[src/buddy_free_coalesce_macros.svh]
// Assertion macros for the buddy free-list keeper.
// Define ASSERT_OFF to compile the checks away.
`ifndef BUDDY_FREE_COALESCE_MACROS_SVH
`define BUDDY_FREE_COALESCE_MACROS_SVH
`ifndef ASSERT_OFF
`define ASSERT_IMPL(label, clk, rst_n, ante, cons) \
    label: assert property (@(posedge clk) disable iff (!rst_n) (ante) |-> (cons)) \
        else $error("assertion failed");
`define ASSERT_NEXT(label, clk, rst_n, ante, cons) \
    label: assert property (@(posedge clk) disable iff (!rst_n) (ante) |=> (cons)) \
        else $error("assertion failed");
`else
`define ASSERT_IMPL(label, clk, rst_n, ante, cons)
`define ASSERT_NEXT(label, clk, rst_n, ante, cons)
`endif
`endif

[src/bfc_pkg.sv]
// Shared types and codes for the buddy free-list keeper.
// No dependencies.
package bfc_pkg;
    localparam logic [1:0] ACT_LOAD    = 2'd0;
    localparam logic [1:0] ACT_RELEASE = 2'd1;
    localparam logic [1:0] ACT_READ    = 2'd2;
    localparam logic [1:0] ST_OK       = 2'd0;
    localparam logic [1:0] ST_FULL     = 2'd1;
    localparam logic [1:0] ST_TOP      = 2'd2;

    typedef struct packed {
        logic latch;      // capture input beat
        logic mem_rd;     // capture RAM data into hold register
        logic scan_clr;   // index to zero
        logic scan_inc;   // advance index
        logic shift_wr;   // write shifted entry
        logic ins_wr;     // write inserted entry
        logic app_wr;     // append at count
        logic cnt_inc;
        logic cnt_dec;
        logic merge;      // addr bit k clear, k+1
        logic done;       // emit result
        logic [1:0] st;   // status to report
    } t_cmd;

    typedef struct packed {
        logic match;      // RAM data equals buddy
        logic greater;    // RAM data above addr
        logic at_end;     // index reached count
        logic cnt_full;
        logic ord_bad;
        logic no_buddy;   // k beyond address bits
        logic top;        // k+1 beyond top order
        logic [1:0] act;
        logic idx_ok;
    } t_stat;
endpackage

[src/bfc_ctrl.sv]
// Controller: sequences load, release search/drop/merge/insert, and read.
// Depends on bfc_pkg.
module bfc_ctrl
    import bfc_pkg::*;
(
    input  logic  i_clk,
    input  logic  i_rst_n,
    input  logic  i_start,
    output logic  o_busy,
    input  t_stat i_stat,
    output t_cmd  o_cmd
);
    localparam logic [3:0] S_IDLE  = 4'd0;
    localparam logic [3:0] S_DISP  = 4'd1;
    localparam logic [3:0] S_SRD   = 4'd2;
    localparam logic [3:0] S_SCHK  = 4'd3;
    localparam logic [3:0] S_DRD   = 4'd4;
    localparam logic [3:0] S_DWR   = 4'd5;
    localparam logic [3:0] S_IRD   = 4'd6;
    localparam logic [3:0] S_ICHK  = 4'd7;
    localparam logic [3:0] S_TRD   = 4'd8;
    localparam logic [3:0] S_TWR   = 4'd9;
    localparam logic [3:0] S_RRD   = 4'd10;
    localparam logic [3:0] S_RWT   = 4'd11;
    localparam logic [3:0] S_DONE  = 4'd12;
    localparam logic [3:0] S_ICHK2 = 4'd13;

    logic [3:0] r_state, n_state;
    logic [1:0] r_st, n_st;

    always_ff @(posedge i_clk) begin
        if (!i_rst_n) begin
            r_state <= S_IDLE;
            r_st    <= ST_OK;
        end else begin
            r_state <= n_state;
            r_st    <= n_st;
        end
    end
    assign o_busy = r_state != S_IDLE;

    always_comb begin
        n_state = r_state;
        n_st    = r_st;
        o_cmd   = '0;
        o_cmd.st = r_st;
        unique case (r_state)
            S_IDLE: begin
                if (i_start) begin
                    o_cmd.latch    = 1'b1;
                    o_cmd.scan_clr = 1'b1;
                    n_st    = ST_OK;
                    n_state = S_DISP;
                end
            end
            S_DISP: begin
                priority if (i_stat.act == ACT_READ) begin
                    n_state = S_RRD;
                end else if (i_stat.act == ACT_LOAD || i_stat.act == ACT_RELEASE) begin
                    if (i_stat.ord_bad) begin
                        n_st = ST_TOP; n_state = S_DONE;
                    end else if (i_stat.act == ACT_LOAD) begin
                        if (i_stat.cnt_full) begin
                            n_st = ST_FULL;
                        end else begin
                            o_cmd.app_wr = 1'b1; o_cmd.cnt_inc = 1'b1;
                        end
                        n_state = S_DONE;
                    end else if (i_stat.no_buddy) begin
                        o_cmd.scan_clr = 1'b1; n_state = S_IRD;
                    end else begin
                        o_cmd.scan_clr = 1'b1; n_state = S_SRD;
                    end
                end else begin
                    n_state = S_DONE;
                end
            end
            S_SRD: begin
                if (i_stat.at_end) begin
                    o_cmd.scan_clr = 1'b1; n_state = S_IRD;
                end else begin
                    n_state = S_SCHK;
                end
            end
            S_SCHK: begin
                if (i_stat.match) begin
                    if (i_stat.top) begin
                        n_st = ST_TOP; o_cmd.scan_clr = 1'b1; n_state = S_IRD;
                    end else begin
                        o_cmd.scan_inc = 1'b1; n_state = S_DRD;
                    end
                end else begin
                    o_cmd.scan_inc = 1'b1; n_state = S_SRD;
                end
            end
            S_DRD: begin
                if (i_stat.at_end) begin
                    o_cmd.cnt_dec = 1'b1; o_cmd.merge = 1'b1; o_cmd.scan_clr = 1'b1;
                    n_state = S_DISP;
                end else begin
                    n_state = S_DWR;
                end
            end
            S_DWR: begin
                o_cmd.shift_wr = 1'b1; o_cmd.scan_inc = 1'b1; n_state = S_DRD;
            end
            S_IRD: begin
                if (i_stat.cnt_full) begin
                    n_st = ST_FULL; n_state = S_DONE;
                end else if (i_stat.at_end) begin
                    o_cmd.app_wr = 1'b1; o_cmd.cnt_inc = 1'b1; n_state = S_DONE;
                end else begin
                    n_state = S_ICHK;
                end
            end
            S_ICHK: begin
                if (i_stat.greater) begin
                    o_cmd.mem_rd = 1'b1; n_state = S_TWR;
                end else begin
                    o_cmd.scan_inc = 1'b1; n_state = S_IRD;
                end
            end
            S_TWR: begin
                // place carried address at index, pick up displaced entry
                o_cmd.ins_wr = 1'b1; o_cmd.scan_inc = 1'b1; n_state = S_TRD;
            end
            S_TRD: begin
                if (i_stat.at_end) begin
                    o_cmd.app_wr = 1'b1; o_cmd.cnt_inc = 1'b1; n_state = S_DONE;
                end else begin
                    n_state = S_ICHK2;
                end
            end
            S_ICHK2: begin
                o_cmd.mem_rd = 1'b1; n_state = S_TWR;
            end
            S_RWT: begin
                o_cmd.done = 1'b1; n_state = S_IDLE;
            end
            S_RRD: begin
                n_state = S_RWT;
            end
            S_DONE: begin
                o_cmd.done = 1'b1; n_state = S_IDLE;
            end
            default: begin
                n_state = S_IDLE;
            end
        endcase
    end
endmodule

[config.mk]
export PLATFORM = sky130hd
export DESIGN_NAME = bfc_ctrl
export DESIGN_NICKNAME = d
export VERILOG_FILES = /design/src/buddy_free_coalesce_macros.svh /design/src/bfc_pkg.sv /design/src/bfc_ctrl.sv
export SDC_FILE = /design/constraint.sdc
export NUM_CORES = 1
export LEC_CHECK = 0
export ABC_AREA = 0
export CAP_MARGIN = 30
export CORE_MARGIN = 1.5
export CORE_UTILIZATION = 47
export DETAILED_ROUTE_END_ITERATION = 8
export DONT_BUFFER_PORTS = 1
export PLACE_DENSITY_LB_ADDON = 0.2
export SYNTH_ARGS = -nofsm -noshare
export SYNTH_HDL_FRONTEND = slang
export SYNTH_SLANG_ARGS = --single-unit
[constraint.sdc]
create_clock -name i_clk -period 1.4 [get_ports i_clk]
set_clock_uncertainty 0.05 [all_clocks]
set_input_delay 0.21 -clock i_clk [delete_from_list [all_inputs] [get_ports i_clk]]
set_output_delay 0.21 -clock i_clk [all_outputs]
set_load 0.01 [all_outputs]
==> flow_summary.json, run 1 <==
{
  "crit_fanout": 6,
  "crit_type": "flip-flop to primary output",
  "vias": 906,
  "critPathSlowestCell": "dfxtp_4",
  "netlist_instances": 107,
  "regArea_um2": 133,
  "numCtsBuffers": 3,
  "yosysWarnings": 0,
  "crit_required_ns": 1.14,
  "start_util_pct": 49.6,
  "drive_gt1_share_pct": 50.0,
  "detailed_place_hpwl_mm": 1.58,
  "path_clk_slew_ns": 0.05,
  "wl_per_cell_um": 16.5,
  "powerDensity_nw_per_um2": 1620,
  "die-width_um": 42.6,
  "antenna_left": 0,
  "synth_area_per_cell_um2": 6.90,
  "cts_root_buf": "clkbuf_4",
  "drtIter0Drc": 51,
  "period_share_pct": 114,
  "tightest_slew_ns": 0.399,
  "setup_viol": 16,
  "drv_slew": 0,
  "crit_path_start_kind": "flip-flop",
  "min_path_cells": 1,
  "maxCapViolCount": 0,
  "fin_ws_ns": -0.192,
  "utilization_pct": 75.4,
  "synth.cell_area_um2": 738,
  "cts_buffer_depth": 2,
  "crit_cells": 6,
  "final_nets": 143,
  "core_um2": 1490,
  "die_area_um2": 1820,
  "area_delta_synth_final_pct": 52.0,
  "io_buffers": 0,
  "critical-path-top-delay-family": "buffers and inverters",
  "htree_levels": 1,
  "period_minus_slack_ns": 1.59,
  "cts_tree": "done",
  "grt_max_degree": 11,
  "arrival_ns": 1.33,
  "grt_pass1_vias": 874,
  "grt_overflow": 0,
  "n_fill_cell": 119,
  "grt_first_pass_wirelength_mm": 3.91,
  "peakVddDrop_v": 0.00107,
  "grt.total_usage_pct": 27.6,
  "cts.sinks": 6,
  "num_rows": 14,
  "leakage_nw": 0.460,
  "slew_headroom_pct": 72.7,
  "die_h_um": 42.6,
  "slowest_delay_ns": 0.36,
  "multi_input_area_um2": 666,
  "synth_fp_nets": 120,
  "gp_congestion": 0.945,
  "drt-total-wl_mm": 2.38,
  "violations": "negative setup slack",
  "synth_edf_count": 0,
  "synth_cell_types": 41,
  "rsz0062_at_grt": "true",
  "synthArstFlopShare_pct": 0,
  "antenna_found_initial": 0,
  "vias_per_cell": 6.29,
  "diodes": 0,
  "clock_insertion_delay_worst_skew_ns": 0.24,
  "ys_ff_latch": 6,
  "place_area_um2": 888,
  "drt-pass1-iter-count": 6,
  "hold_viol_final": 0,
  "critPathCaptureType": "primary output",
  "hold_class": "input pin to flip-flop",
  "reg2reg_depth": 6,
  "pre_cts_ws_ns": -0.0434,
  "final_area_um2": 1120,
  "timing.fmax_mhz": 628,
  "drc": 0,
  "io_pins": 27,
  "seq_area_frac_synth_pct": 16.3,
  "crit_buf_inv": 3,
  "cp_cell_sequence": "buf_12 > nor2b_4 > buf_6 > o21ai_2 > nor3_1 > buf_4",
  "outcome": "finished with violations",
  "ys.flop_type": "dfxtp_1"
}
==> registers in the layout, summed over array words and instances, names as in the netlist <==
signal / count
r_state: 4
r_st: 2
==> Yosys cell counts, types with 2 or more instances <==
master / n / area share (%)
a32oi_1: 2 / 2.4
buf_6: 3 / 4.6
inv_1: 5 / 2.5
nor2b_1: 4 / 3.4
a211oi_1: 2 / 2.0
a311oi_1: 2 / 2.4
a31oi_1: 4 / 3.4
clkinv_1: 2 / 1.0
nand2b_1: 4 / 3.4
nand2_1: 6 / 3.1
dfxtp_1: 6 / 16
buf_2: 3 / 2.0
nor3_1: 4 / 2.7
nor2_1: 14 / 7.1
o21ai_0: 5 / 3.4
and3_1: 2 / 1.7
mux2i_1: 2 / 2.7
a21oi_1: 11 / 7.5
buf_4: 3 / 3.1
o22ai_1: 2 / 1.7
==> final timing paths <==
| kind | startpoint | endpoint | slack (ns) |
|---|---|---|---|
| max | r_state[0] | o_cmd[10] | -0.19 |
| min | i_rst_n | r_st[1] | 0.05 |
| max reg2reg | r_state[0] | r_st[0] | -0.11 |
| min reg2reg | r_st[1] | r_st[1] | 0.58 |
==> repair_timing <==
item                       in CTS  in global routing
buffers inserted                5                  1
pin swaps                      14                  6
gates resized for setup        36                  5
setup endpoints to repair      17                 16
hold buffers                    0                  0
==> layout make-up <==
cell class                 instances  share of cell area, %
multi-input combinational         84                   59.3
tap                               16                   1.78
clock buffer                       3                   2.01
timing repair buffer              28                   22.2
sequential                         6                   11.8
inverter                           7                   2.90
==> cell usage in the layout (no fill, tap or decap), types with 2 or more instances in the layout <==
cell type  synthesis  routed
a31oi_1            4       2
a21oi_1           11       7
dfxtp_1            6       2
dfxtp_4            0       3
a311oi_1           2       2
nand2_1            6       5
clkbuf_4           0       3
buf_6              3       7
nand2b_1           4       3
a31oi_4            0       2
a21oi_2            0       4
buf_4              3      20
inv_1              5       5
o21ai_0            5       4
nor2_1            14      11
nor2_4             0       2
nor3_1             4       2
o22ai_1            2       2
mux2i_1            2       2
nor2b_1            4       3
==> where the power goes <==
part           internal (mW)  switching, mW  total [mW]
clock network         0.0967         0.0578       0.154
logic                  0.700          0.641        1.34
registers              0.228         0.0935       0.321
==> worst reg2reg max path: cells and delay by family (launching register included) <==
kind,cells,cell delay (ns)
compound gates,3,0.41
flops,1,0.38
simple gates,2,0.43
buf+inv,1,0.13
==> logic make-up after synthesis <==
| group | after synthesis | synth area share (%) |
|---|---|---|
| AOI/OAI and AO/OA | 37 | 34.6 |
| DFF | 6 | 16.3 |
| and+or+nand+nor | 43 | 30.3 |
| buffers and inverters | 17 | 13.7 |
| xor gates and xnor gates | 2 | 2.37 |
| muxes | 2 | 2.71 |
==> metrics by stage <==
step	total power [mW]	TNS, ns	hold slack (ns)	cells
after detailed placement	1.33	-0.263	0.307	135
after floorplan	0.992	-0.0884	0.288	107
final	1.82	-1.63	0.0466	144
after global routing	1.94	-2.56	0.0659	144
after global placement	1.32	-0.167	0.300	135
after CTS	1.75	-1.53	0.0429	143
==> metal layers <==
| layer | wire length (um) | track usage (%) |
|---|---|---|
| met5 | 0 | 0 |
| met4 | 4 | 3.13 |
| met3 | 147 | 7.33 |
| met2 | 1200 | 46.7 |
| met1 | 1020 | 35.9 |
Note: power is estimated with default switching activity, not from simulation.
==> run 2: changes to the inputs <==
- SETUP_SLACK_MARGIN: unset -> 0.02
==> flow_summary.json, run 2 (synthesis results as in run 1) <==
{
  "grt.total_usage_pct": 27.6,
  "slew_headroom_pct": 72.9,
  "cts.sinks": 6,
  "diodes": 0,
  "antenna_left": 0,
  "wl_per_cell_um": 16.8,
  "cp_cell_sequence": "buf_12 > nor2b_4 > buf_6 > o21ai_2 > nor3_1 > buf_4",
  "timing.fmax_mhz": 624,
  "io_buffers": 0,
  "violations": "negative setup slack",
  "crit_path_start_kind": "flip-flop",
  "drtIter0Drc": 45,
  "rsz0062_at_grt": "true",
  "multi_input_area_um2": 671,
  "antenna_found_initial": 0,
  "r2r-start": "r_state[0]",
  "grt_max_degree": 11,
  "die-width_um": 42.6,
  "period_share_pct": 115,
  "area_delta_synth_final_pct": 52.7,
  "crit_type": "flip-flop to primary output",
  "maxCapViolCount": 0,
  "num_rows": 14,
  "critical-path-top-delay-family": "buffers and inverters",
  "crit_required_ns": 1.14,
  "place_inst": 135,
  "start_util_pct": 49.6,
  "total_power_mw": 1.83,
  "crit_buf_inv": 3,
  "regArea_um2": 133,
  "largest_register": "r_state",
  "reg2reg_depth": 6,
  "grt_pass1_vias": 874,
  "peakVddDrop_v": 0.00108,
  "io_pins": 27,
  "critPathSlowestCell": "dfxtp_4",
  "top_layer": "met3",
  "hold_class": "input pin to flip-flop",
  "seqPwrFrac_pct": 17.5,
  "cts_root_buf": "clkbuf_4",
  "min_from": "i_rst_n",
  "core_um2": 1490,
  "p_switching_mw": 0.807,
  "vias_per_cell": 6.37,
  "drv_slew": 0,
  "routed-wl-met2_mm": 1.18,
  "reg2reg_to": "r_st[0]",
  "cts_tree": "done",
  "final_nets": 143,
  "htree_levels": 1,
  "drt-total-wl_mm": 2.42,
  "period_minus_slack_ns": 1.60,
  "tightest_slew_ns": 0.397,
  "n_fill_cell": 120,
  "numCtsBuffers": 3,
  "m1WireLength_mm": 1.03,
  "cts_buffer_depth": 2,
  "drt-pass1-iter-count": 4,
  "drive_gt1_share_pct": 50.0,
  "largest_reg_flops": 4,
  "leakage_nw": 0.461,
  "reg.largest.list": "r_state x4, r_st x2",
  "ctsHoldBuffers": 0,
  "instances_no_fill": 144,
  "powerDensity_nw_per_um2": 1630,
  "crit_fanout": 6,
  "die_area_um2": 1820,
  "critPathCaptureType": "primary output",
  "drc": 0,
  "p_int_mw": 1.03,
  "p_clk_share_pct": 8.4,
  "setup_viol": 16,
  "switching_share_pct": 44.0,
  "path_clk_slew_ns": 0.05,
  "grt_overflow": 0,
  "layout_common_cells": "buf_4 (20), nor2_1 (11), a21oi_1 (7), buf_6 (7)",
  "hold_end": "r_st[1]",
  "fin_ws_ns": -0.204,
  "pre_cts_ws_ns": -0.0434,
  "slowest_delay_ns": 0.36,
  "vias": 917,
  "clock_insertion_delay_worst_skew_ns": 0.24,
  "final_common_cell": "buf_4",
  "combPwrFrac_pct": 74.0,
  "min_path_cells": 1,
  "reg2reg_slack_ns": -0.11,
  "detailed_place_hpwl_mm": 1.58,
  "dr_wl_met3_um": 203,
  "gp_congestion": 0.945,
  "grt_first_pass_wirelength_mm": 3.91,
  "arrival_ns": 1.34,
  "hold_viol_final": 0,
  "die_h_um": 42.6,
  "outcome": "finished with violations"
}
run 2: how the worst max path moves through the flow:
| stage | from | to | slack, ns | cells after the start |
|---|---|---|---|---|
| 2_1_floorplan | r_state[2] | o_cmd[6] | -0.09 | 5 |
| 3_3_place_gp | r_state[0] | r_state[2] | -0.03 | 5 |
| 3_5_place_dp | r_state[0] | r_st[0] | -0.04 | 5 |
| 4_1_cts | r_state[0] | o_cmd[10] | -0.20 | 6 |
| 5_1_grt | r_state[0] | o_cmd[10] | -0.25 | 6 |
| 6_report | r_state[0] | o_cmd[10] | -0.20 | 6 |
run 2: routing by layer:
metal	vias up	global-route usage [%]
met3	0	7.33
li1	436	-
met5	-	0
met2	54	46.7
met4	0	3.13
met1	427	35.9
run 2: stage by stage:
| step | hold WS, ns | area, um^2 | setup TNS (ns) | utilization (%) |
|---|---|---|---|---|
| final | 0.0472 | 1130 | -1.63 | 75.7 |
| after global routing | 0.0659 | 1130 | -2.64 | 75.7 |
| after global placement | 0.300 | 888 | -0.167 | 59.7 |
| after CTS | 0.0429 | 1080 | -1.53 | 72.9 |
| after floorplan | 0.288 | 776 | -0.0884 | - |
| after detailed placement | 0.307 | 888 | -0.263 | 59.7 |
run 2: timing repair:
item	4_1_cts	5_1_grt
buffers inserted	5	1
pin swaps	14	6
endpoints found under the setup margin	17	18
gates resized for setup	36	6
run 2: cell type report:
cell class	count	area share [%]
inverters	7	2.89
repair buffers	28	22.1
multi-input cells	84	59.5
clock buffers	3	2.00
flip-flops and latches	6	11.8
well taps	16	1.78
run 2: worst reg2reg max path, stage by stage (launching register included):
cell and delay (ns):
dfxtp_4 0.38, and2b_2 0.25, buf_6 0.13, a31oi_4 0.16
o32ai_4 0.12, a21oi_1 0.13, and3b_1 0.18
run 2: power groups by stage:
stage	clock [mW]	combinational [mW]	sequential (mW)
2_1_floorplan	0	0.741	0.250
3_3_place_gp	0	1.01	0.305
3_5_place_dp	0	1.02	0.306
4_1_cts	0.163	1.27	0.315
5_1_grt	0.170	1.45	0.333
6_report	0.155	1.36	0.322
